### config.mk
export PLATFORM = sky130hd
export DESIGN_NAME = source_failure_lockout_table_unit
export DESIGN_NICKNAME = d
export VERILOG_FILES = /design/src/sflt_pkg.sv /design/src/sflt_ram.sv /design/src/sflt_eval.sv /design/src/source_failure_lockout_table_unit.sv
export SDC_FILE = /design/constraint.sdc
export NUM_CORES = 2
export LEC_CHECK = 0
export BUFFER_PORTS_ARGS = -buffer_cell sky130_fd_sc_hd__buf_2
export CAP_MARGIN = 0
export CORE_AREA = 2 2 380 382
export DETAILED_ROUTE_END_ITERATION = 6
export DIE_AREA = 0 0 382 384
export GPL_TIMING_DRIVEN = 1
export PLACE_DENSITY = 0.77
export SLEW_MARGIN = 20
export SYNTH_ARGS = -nofsm -noshare
export SYNTH_HDL_FRONTEND = slang
export SYNTH_SLANG_ARGS = --single-unit
### constraint.sdc
create_clock -name clk -period 6.68 [get_ports clk]
set_input_delay 0.668 -clock clk [delete_from_list [all_inputs] [get_ports clk]]
set_output_delay 0.668 -clock clk [all_outputs]
set_load 0.01 [all_outputs]
### src/sflt_pkg.sv
// ============================================================================
// sflt_pkg: source failure lockout table package
// Shared types, sizes and codes for the failure lockout table.
// ============================================================================
package sflt_pkg;

    localparam int ENTRIES   = 16;
    localparam int COUNT_MAX = 255;
    localparam int IDX_W     = (ENTRIES > 1) ? $clog2(ENTRIES) : 1;

    // The count is eight bits wide, so it saturates at the smaller bound.
    localparam logic [7:0] COUNT_CAP = 8'((COUNT_MAX < 255) ? COUNT_MAX : 255);

    localparam logic MODE_RECORD = 1'b0;
    localparam logic MODE_CHECK  = 1'b1;

    localparam int CFG_IDX_W = 2;
    localparam int CFG_DATA_W = 32;
    localparam logic [CFG_IDX_W-1:0] REG_CHECK_WINDOW   = 2'd0;
    localparam logic [CFG_IDX_W-1:0] REG_STORAGE_WINDOW = 2'd1;
    localparam logic [CFG_IDX_W-1:0] REG_ATTEMPT_LIMIT  = 2'd2;

    typedef struct packed {
        logic        mode;
        logic [31:0] source_addr;
        logic [31:0] now_seconds;
    } sflt_in_t;

    typedef struct packed {
        logic       blocked;
        logic [7:0] failures;
        logic       table_full;
    } sflt_out_t;

    typedef struct packed {
        logic [31:0] check_window;
        logic [31:0] storage_window;
        logic [7:0]  attempt_limit;
    } sflt_cfg_t;

    typedef struct packed {
        logic [31:0] addr;
        logic [7:0]  count;
        logic [31:0] first_time;
        logic [31:0] last_time;
    } sflt_entry_t;

    localparam int ENTRY_W = $bits(sflt_entry_t);

    // Verdict on one entry read back during the table walk.
    typedef struct packed {
        logic       aged;
        logic       free;
        logic       match;
        logic       block;
        logic [7:0] next_count;
    } sflt_eval_t;

endpackage

### src/sflt_ram.sv
// ============================================================================
// sflt_ram: entry storage
// Simple dual-port synchronous RAM with one write port and a registered read.
// ============================================================================
module sflt_ram #(
    parameter int DEPTH  = 16,
    parameter int WIDTH  = 104,
    parameter int ADDR_W = 4
) (
    input  logic              clk,
    input  logic              we,
    input  logic [ADDR_W-1:0] waddr,
    input  logic [WIDTH-1:0]  wdata,
    input  logic [ADDR_W-1:0] raddr,
    output logic [WIDTH-1:0]  rdata
);

    logic [WIDTH-1:0] mem [DEPTH];
    logic [WIDTH-1:0] rdata_reg;

    always_ff @(posedge clk)
    begin
        if (we)
        begin
            mem[waddr] <= wdata;
        end
        rdata_reg <= mem[raddr];
    end

    assign rdata = rdata_reg;

endmodule

### src/sflt_eval.sv
// ============================================================================
// sflt_eval: entry evaluation
// Judges one stored entry against the current transaction and the settings.
// ============================================================================
module sflt_eval (
    input  logic               valid,
    input  sflt_pkg::sflt_entry_t entry,
    input  sflt_pkg::sflt_in_t req,
    input  sflt_pkg::sflt_cfg_t cfg,
    output sflt_pkg::sflt_eval_t verdict
);

    import sflt_pkg::*;

    logic [31:0] span;

    // Modular difference, so time running backwards looks like a huge span.
    assign span = entry.last_time - entry.first_time;

    always_comb
    begin
        verdict.aged  = (req.mode == MODE_CHECK) && valid && (span > cfg.storage_window);
        verdict.free  = !valid;
        verdict.match = valid && !verdict.aged && (entry.addr == req.source_addr);
        verdict.block = (entry.count > cfg.attempt_limit) && (span <= cfg.check_window);
        verdict.next_count = (entry.count < COUNT_CAP) ? (entry.count + 8'd1) : entry.count;
    end

endmodule

### src/source_failure_lockout_table_unit.sv
// ============================================================================
// source_failure_lockout_table_unit: failed attempt lockout table
// Counts failures per source address and reports sources that are locked out.
// ============================================================================
// Busy drops in the cycle that shows the result, so a new transaction is not
// taken until the previous result is shown. The walk reads one entry per cycle
// from the entry RAM, then judges the last entry in DRAIN and writes back a
// record in WRITE; the receiver cannot stall the result.
// Reset clears all entry valid bits and loads the default settings at once.
// ============================================================================
module source_failure_lockout_table_unit (
    input  logic                                clk,
    input  logic                                rst_n,
    input  logic                                start,
    output logic                                busy,
    input  sflt_pkg::sflt_in_t                  item,
    output logic                                done,
    output sflt_pkg::sflt_out_t                 result,
    input  logic                                cfg_we,
    input  logic [sflt_pkg::CFG_IDX_W-1:0]      cfg_index,
    input  logic [sflt_pkg::CFG_DATA_W-1:0]     cfg_data
);

    import sflt_pkg::*;

    // IDLE waits for a transaction. SCAN issues one RAM read per entry in index
    // order; the entry read in one cycle is judged in the next. DRAIN judges the
    // last entry. WRITE registers the result; a record updates or inserts an entry.
    typedef enum logic [1:0] {
        ST_IDLE,
        ST_SCAN,
        ST_DRAIN,
        ST_WRITE
    } state_t;

    state_t      state_reg;
    sflt_cfg_t   cfg_reg;
    sflt_in_t    req_reg;
    logic [ENTRIES-1:0] valid_reg;
    logic [IDX_W-1:0]   idx_reg;
    logic [IDX_W-1:0]   eval_idx_reg;
    logic        eval_vld_reg;

    // Walk results: the first matching entry and the lowest free entry.
    logic        hit_reg;
    logic [IDX_W-1:0] hit_idx_reg;
    sflt_entry_t hit_entry_reg;
    logic [7:0]  hit_count_reg;
    logic        hit_block_reg;
    logic        free_reg;
    logic [IDX_W-1:0] free_idx_reg;

    logic        done_reg;
    sflt_out_t   result_reg;

    sflt_entry_t rd_entry;
    logic [ENTRY_W-1:0] rd_data;
    sflt_eval_t  verdict;

    logic        wr_en;
    logic [IDX_W-1:0] wr_addr;
    sflt_entry_t wr_entry;

    sflt_ram #(
        .DEPTH  (ENTRIES),
        .WIDTH  (ENTRY_W),
        .ADDR_W (IDX_W)
    ) u_ram (
        .clk   (clk),
        .we    (wr_en),
        .waddr (wr_addr),
        .wdata (wr_entry),
        .raddr (idx_reg),
        .rdata (rd_data)
    );

    assign rd_entry = sflt_entry_t'(rd_data);

    sflt_eval u_eval (
        .valid   (valid_reg[eval_idx_reg]),
        .entry   (rd_entry),
        .req     (req_reg),
        .cfg     (cfg_reg),
        .verdict (verdict)
    );

    // The write-back happens only in the WRITE state of a record transaction.
    // A hit keeps address and first time and refreshes count and last time;
    // a miss with room fills the lowest free entry.
    always_comb
    begin
        wr_en    = 1'b0;
        wr_addr  = free_idx_reg;
        wr_entry = '{addr: req_reg.source_addr, count: 8'd1,
                     first_time: req_reg.now_seconds, last_time: req_reg.now_seconds};
        if ((state_reg == ST_WRITE) && (req_reg.mode == MODE_RECORD))
        begin
            if (hit_reg)
            begin
                wr_en    = 1'b1;
                wr_addr  = hit_idx_reg;
                wr_entry = '{addr: hit_entry_reg.addr, count: hit_count_reg,
                             first_time: hit_entry_reg.first_time,
                             last_time: req_reg.now_seconds};
            end
            else if (free_reg)
            begin
                wr_en = 1'b1;
            end
        end
    end

    always_ff @(posedge clk or negedge rst_n)
    begin
        if (!rst_n)
        begin
            state_reg     <= ST_IDLE;
            cfg_reg       <= '{check_window: 32'd300, storage_window: 32'd86400,
                               attempt_limit: 8'd5};
            req_reg       <= '0;
            valid_reg     <= '0;
            idx_reg       <= '0;
            eval_idx_reg  <= '0;
            eval_vld_reg  <= 1'b0;
            hit_reg       <= 1'b0;
            hit_idx_reg   <= '0;
            hit_entry_reg <= '0;
            hit_count_reg <= '0;
            hit_block_reg <= 1'b0;
            free_reg      <= 1'b0;
            free_idx_reg  <= '0;
            done_reg      <= 1'b0;
            result_reg    <= '0;
        end
        else
        begin
            // The result strobe is raised in the cycle after the write-back cycle.
            done_reg <= (state_reg == ST_WRITE);

            // The user must write settings only while the table is idle; not enforced here.
            if (cfg_we)
            begin
                unique case (cfg_index)
                    REG_CHECK_WINDOW:   cfg_reg.check_window   <= cfg_data;
                    REG_STORAGE_WINDOW: cfg_reg.storage_window <= cfg_data;
                    REG_ATTEMPT_LIMIT:  cfg_reg.attempt_limit  <= cfg_data[7:0];
                    default:            ;
                endcase
            end

            eval_vld_reg <= (state_reg == ST_SCAN);
            eval_idx_reg <= idx_reg;

            // Judge the entry whose read data arrived this cycle. Aging clears
            // the valid bit, so an aged entry can neither match nor block.
            if (eval_vld_reg)
            begin
                if (verdict.aged)
                begin
                    valid_reg[eval_idx_reg] <= 1'b0;
                end
                if (verdict.match && !hit_reg)
                begin
                    hit_reg       <= 1'b1;
                    hit_idx_reg   <= eval_idx_reg;
                    hit_entry_reg <= rd_entry;
                    hit_count_reg <= (req_reg.mode == MODE_RECORD) ?
                                     verdict.next_count : rd_entry.count;
                    hit_block_reg <= verdict.block;
                end
                if (verdict.free && !free_reg)
                begin
                    free_reg     <= 1'b1;
                    free_idx_reg <= eval_idx_reg;
                end
            end

            unique case (state_reg)
                ST_IDLE:
                begin
                    if (start)
                    begin
                        req_reg   <= item;
                        idx_reg   <= '0;
                        hit_reg   <= 1'b0;
                        free_reg  <= 1'b0;
                        state_reg <= ST_SCAN;
                    end
                end
                ST_SCAN:
                begin
                    if (idx_reg == IDX_W'(ENTRIES - 1))
                    begin
                        state_reg <= ST_DRAIN;
                    end
                    else
                    begin
                        idx_reg <= idx_reg + 1'b1;
                    end
                end
                ST_DRAIN:
                begin
                    state_reg <= ST_WRITE;
                end
                ST_WRITE:
                begin
                    state_reg <= ST_IDLE;
                    if (req_reg.mode == MODE_RECORD)
                    begin
                        result_reg.blocked <= 1'b0;
                        if (hit_reg)
                        begin
                            result_reg.failures   <= hit_count_reg;
                            result_reg.table_full <= 1'b0;
                        end
                        else if (free_reg)
                        begin
                            valid_reg[free_idx_reg] <= 1'b1;
                            result_reg.failures   <= 8'd1;
                            result_reg.table_full <= 1'b0;
                        end
                        else
                        begin
                            result_reg.failures   <= 8'd0;
                            result_reg.table_full <= 1'b1;
                        end
                    end
                    else
                    begin
                        result_reg.blocked    <= hit_reg && hit_block_reg;
                        result_reg.failures   <= hit_reg ? hit_count_reg : 8'd0;
                        result_reg.table_full <= 1'b0;
                    end
                end
                default:
                begin
                    state_reg <= ST_IDLE;
                end
            endcase
        end
    end

    assign busy   = (state_reg != ST_IDLE);
    assign done   = done_reg;
    assign result = result_reg;

    // A result only follows the write-back cycle.
    assert property (@(posedge clk) disable iff (!rst_n)
        done |-> $past(state_reg == ST_WRITE))
        else $error("result strobe without a write-back cycle");

    // A rejected insert means every entry was in use.
    assert property (@(posedge clk) disable iff (!rst_n)
        (done && result.table_full) |-> (&valid_reg))
        else $error("table_full reported with a free entry");

    // Only a check transaction can report a blocked source.
    assert property (@(posedge clk) disable iff (!rst_n)
        (done && result.blocked) |-> (req_reg.mode == MODE_CHECK))
        else $error("blocked reported for a record transaction");

    // An accepted transaction makes the table busy in the next cycle.
    assert property (@(posedge clk) disable iff (!rst_n)
        (start && !busy) |=> busy)
        else $error("accepted transaction did not start the walk");

endmodule
==> flow_summary.toml <==
[cts]
worstSkewPairLatency_ns = 0.85
cts_num_sinks = 2026
clk_pin_slew_ns = 0.06
cts.htree.levels = 4
cts_inserted_buffers = 194
cts.path.max_buffers = 3
cts_root_buffer = "clkbuf_16"
post-cts-setup-buffers = 0
cts_tree = "done"

[finish]
fin_util_pct = 62.5
drive_gt1_share_pct = 28.5
antenna_cells = 0
largest_reg_flops = 1664
nNetsFinal = 4365
area_growth_pct = 12.4
fin_cells = 6222

[synthesis]
ys_seq_elements = 2026
syn-num-nets = 4148
netlist_top_cells_count = "edfxtp_1 (1664), mux4_2 (525), nand2_1 (274)"
postSynth.asyncResetShare_pct = 12.7
ys_warn_count = 0
netlist.area_leader.share_pct = 63.0
syn_avg_cell_area_um2 = 20.2
seq_area_frac_synth_pct = 73.7
synth_most_common_cell = "edfxtp_1"
synthFlopType = "edfxtp_1"
synth_area_leaders = "edfxtp_1 (63%), mux4_2 (15%), dfrtp_1 (7.8%)"
synth_cells = 3934
syn-cell-area_um2 = 79400
synth-edff-count = 1664
ys_types = 60
synth_largest_area_cell = "edfxtp_1"

[pwr]
power.density_nw_per_um2 = 437
p_seq_share_pct = 43.8
ir_drop_v = 0.000323
power_frac_clock_pct = 28.8
intPower_mw = 27.1
total_leakage_power_nw = 30.8
combPwrFrac_pct = 27.5
p_sw_share_pct = 30.4
switching_power_mw = 11.8
total_power_mw = 39.0

[timing]
clock.fmax_ghz = 0.164
fin_skew_ns = 0.0507
drv_slew = 0
slew_headroom_pct = 22.7
hold_violations = 0
period_share_pct = 91.1
setup_slack_ns = 0.592
rsz0062_at_grt = "no"
finalSetupTns_ns = 0
setup_viol = 0
layout_min_cycle_time_ns = 6.09
worstMarginPinSlew_ns = 1.16

[worst_setup_path]
critPathKind = "reg -> reg"
ff2ff_path_depth = 19
crit_arrival_ns = 6.81
crit_path_end_kind = "register"
worst_ep_required_time_ns = 7.40
critPathLaunchType = "register"
path_max_fanout = 19

[floorplanning]
design.core.area_um2 = 143000
die_h_um = 384
num_rows = 139
dieArea_um2 = 147000
initial_core_util_pct = 55.6
die_x_um = 382
pin_count = 115

[min_path]
whs_path_depth = 3
hp-class = "in -> reg"

[detailed_routing]
via_count = 39517
wl_um = 182000
drt_iter0_drc = 4970
ant_nets = 0
vias_per_cell = 6.35
wire_per_inst_um = 29.3
drtPass1Iterations = 6
drcViolationCount = 0

[outcome]
status = "complete, no violations"

[global_routing]
grt_max_degree = 134
first_global_vias = 40383
grt_pass1_wl_um = 270000
overflow = 0
antenna_found_initial = 6
track_usage_pct = 25.2

[run]
maxCapViolations = 0

[placed_design]
dp_slack_ns = 0.645
io_buffers = 114
gp_congestion = 0.860
hpwl_um = 94800
dp.cells = 5856
logic make-up after synthesis:
logic type      Yosys count  share of synthesized area, %
flops                  2026                          73.7
xor+xnor                 57                         0.629
simple gates            466                          2.65
mux                     716                          17.7
fa+ha+maj               111                          1.76
compound gates          250                          1.97
buf+inv                 308                          1.50
final timing paths:
check,slack [ns],to,startpoint
min in group asynchronous,0.34,req_reg[10],rst_n
max in group asynchronous,4.92,idx_reg[1],rst_n
min,0.05,cfg_reg[56],cfg_data[16]
max reg2reg,0.59,hit_entry_reg[93],u_ram.rdata[38]
min reg2reg,0.47,hit_entry_reg[34],u_ram.rdata[34]
max,0.59,hit_entry_reg[93],u_ram.rdata[38]
what timing repair did:
action,CTS,global route
resized for setup,0,0
hold buffers,1,0
endpoints found under the hold margin,34,0
cell usage in the layout (no fill, tap or decap), drive strengths merged, types with 4 or more instances in the layout:
cell,count
dfrtp,247
dfxtp,104
nor3,11
nor3b,8
mux4,525
and4,6
dfstp,11
nand2,274
nor4,4
mux2,189
o221ai,10
o211ai,7
nand2b,8
buf,190
clkbuf,261
xor2,13
and3,11
nand4,20
o21a,13
nand3,25
nand3b,7
o21bai,4
a21oi,60
o21ai,78
inv,144
a31oi,7
clkinv,71
clkinvlp,4
o31ai,7
or3,6
bufinv,22
a21o,38
xnor2,44
nor2,56
a211oi,7
nor2b,20
ha,110
edfxtp,1664
power groups by stage:
stage	Sequential (mW)	Clock (mW)	Combinational, mW
detailed placement	17.3	0	10.6
CTS	17.1	11.3	10.7
global route	17.2	11.8	11.7
floorplan	16.6	0	7.98
global placement	17.3	0	10.3
finish	17.1	11.2	10.7
stage by stage:
step                cell area (um2)  hold slack (ns)
floorplan                     79400            0.352
global placement              82600            0.472
detailed placement            82600            0.476
CTS                           89200          0.00445
global route                  89200           0.0355
finish                        89200           0.0546
per-layer routing:
layer	track usage [%]	wire length, um	vias up
met3	4.90	17000	331
met4	7.79	5160	2
met1	36.4	71900	20809
li1	-	-	16242
met5	0	12	-
met2	39.6	87900	2133
cell type report:
type                            count  area (um2)
Multi-Input combinational cell   1600       19800
Inverter                          138         518
Fill cell                        9349       53600
Sequential cell                  2026       58500
Tap cell                         1903        2380
Timing Repair Buffer              191        1460
Clock buffer                      261        5310
Clock inverter                    103        1240
worst max-delay path, cell delays in order (launching register included):
cell and delay, ns:
dfxtp_1 0.33, inv_1 0.05, ha_1 0.36, a2111oi_0 0.46
inv_1 0.12, o21ai_0 0.59, a31oi_1 0.24, o31ai_1 0.36
a21oi_1 0.18, a211oi_1 0.24, a21oi_1 0.11, ha_1 0.38
and4_1 0.22, nand3_1 0.15, or3_1 0.41, o41ai_2 0.36
a31oi_1 0.16, or3_4 0.59, buf_4 0.32, mux2_4 0.34
Note: power is estimated with default switching activity, not from simulation.
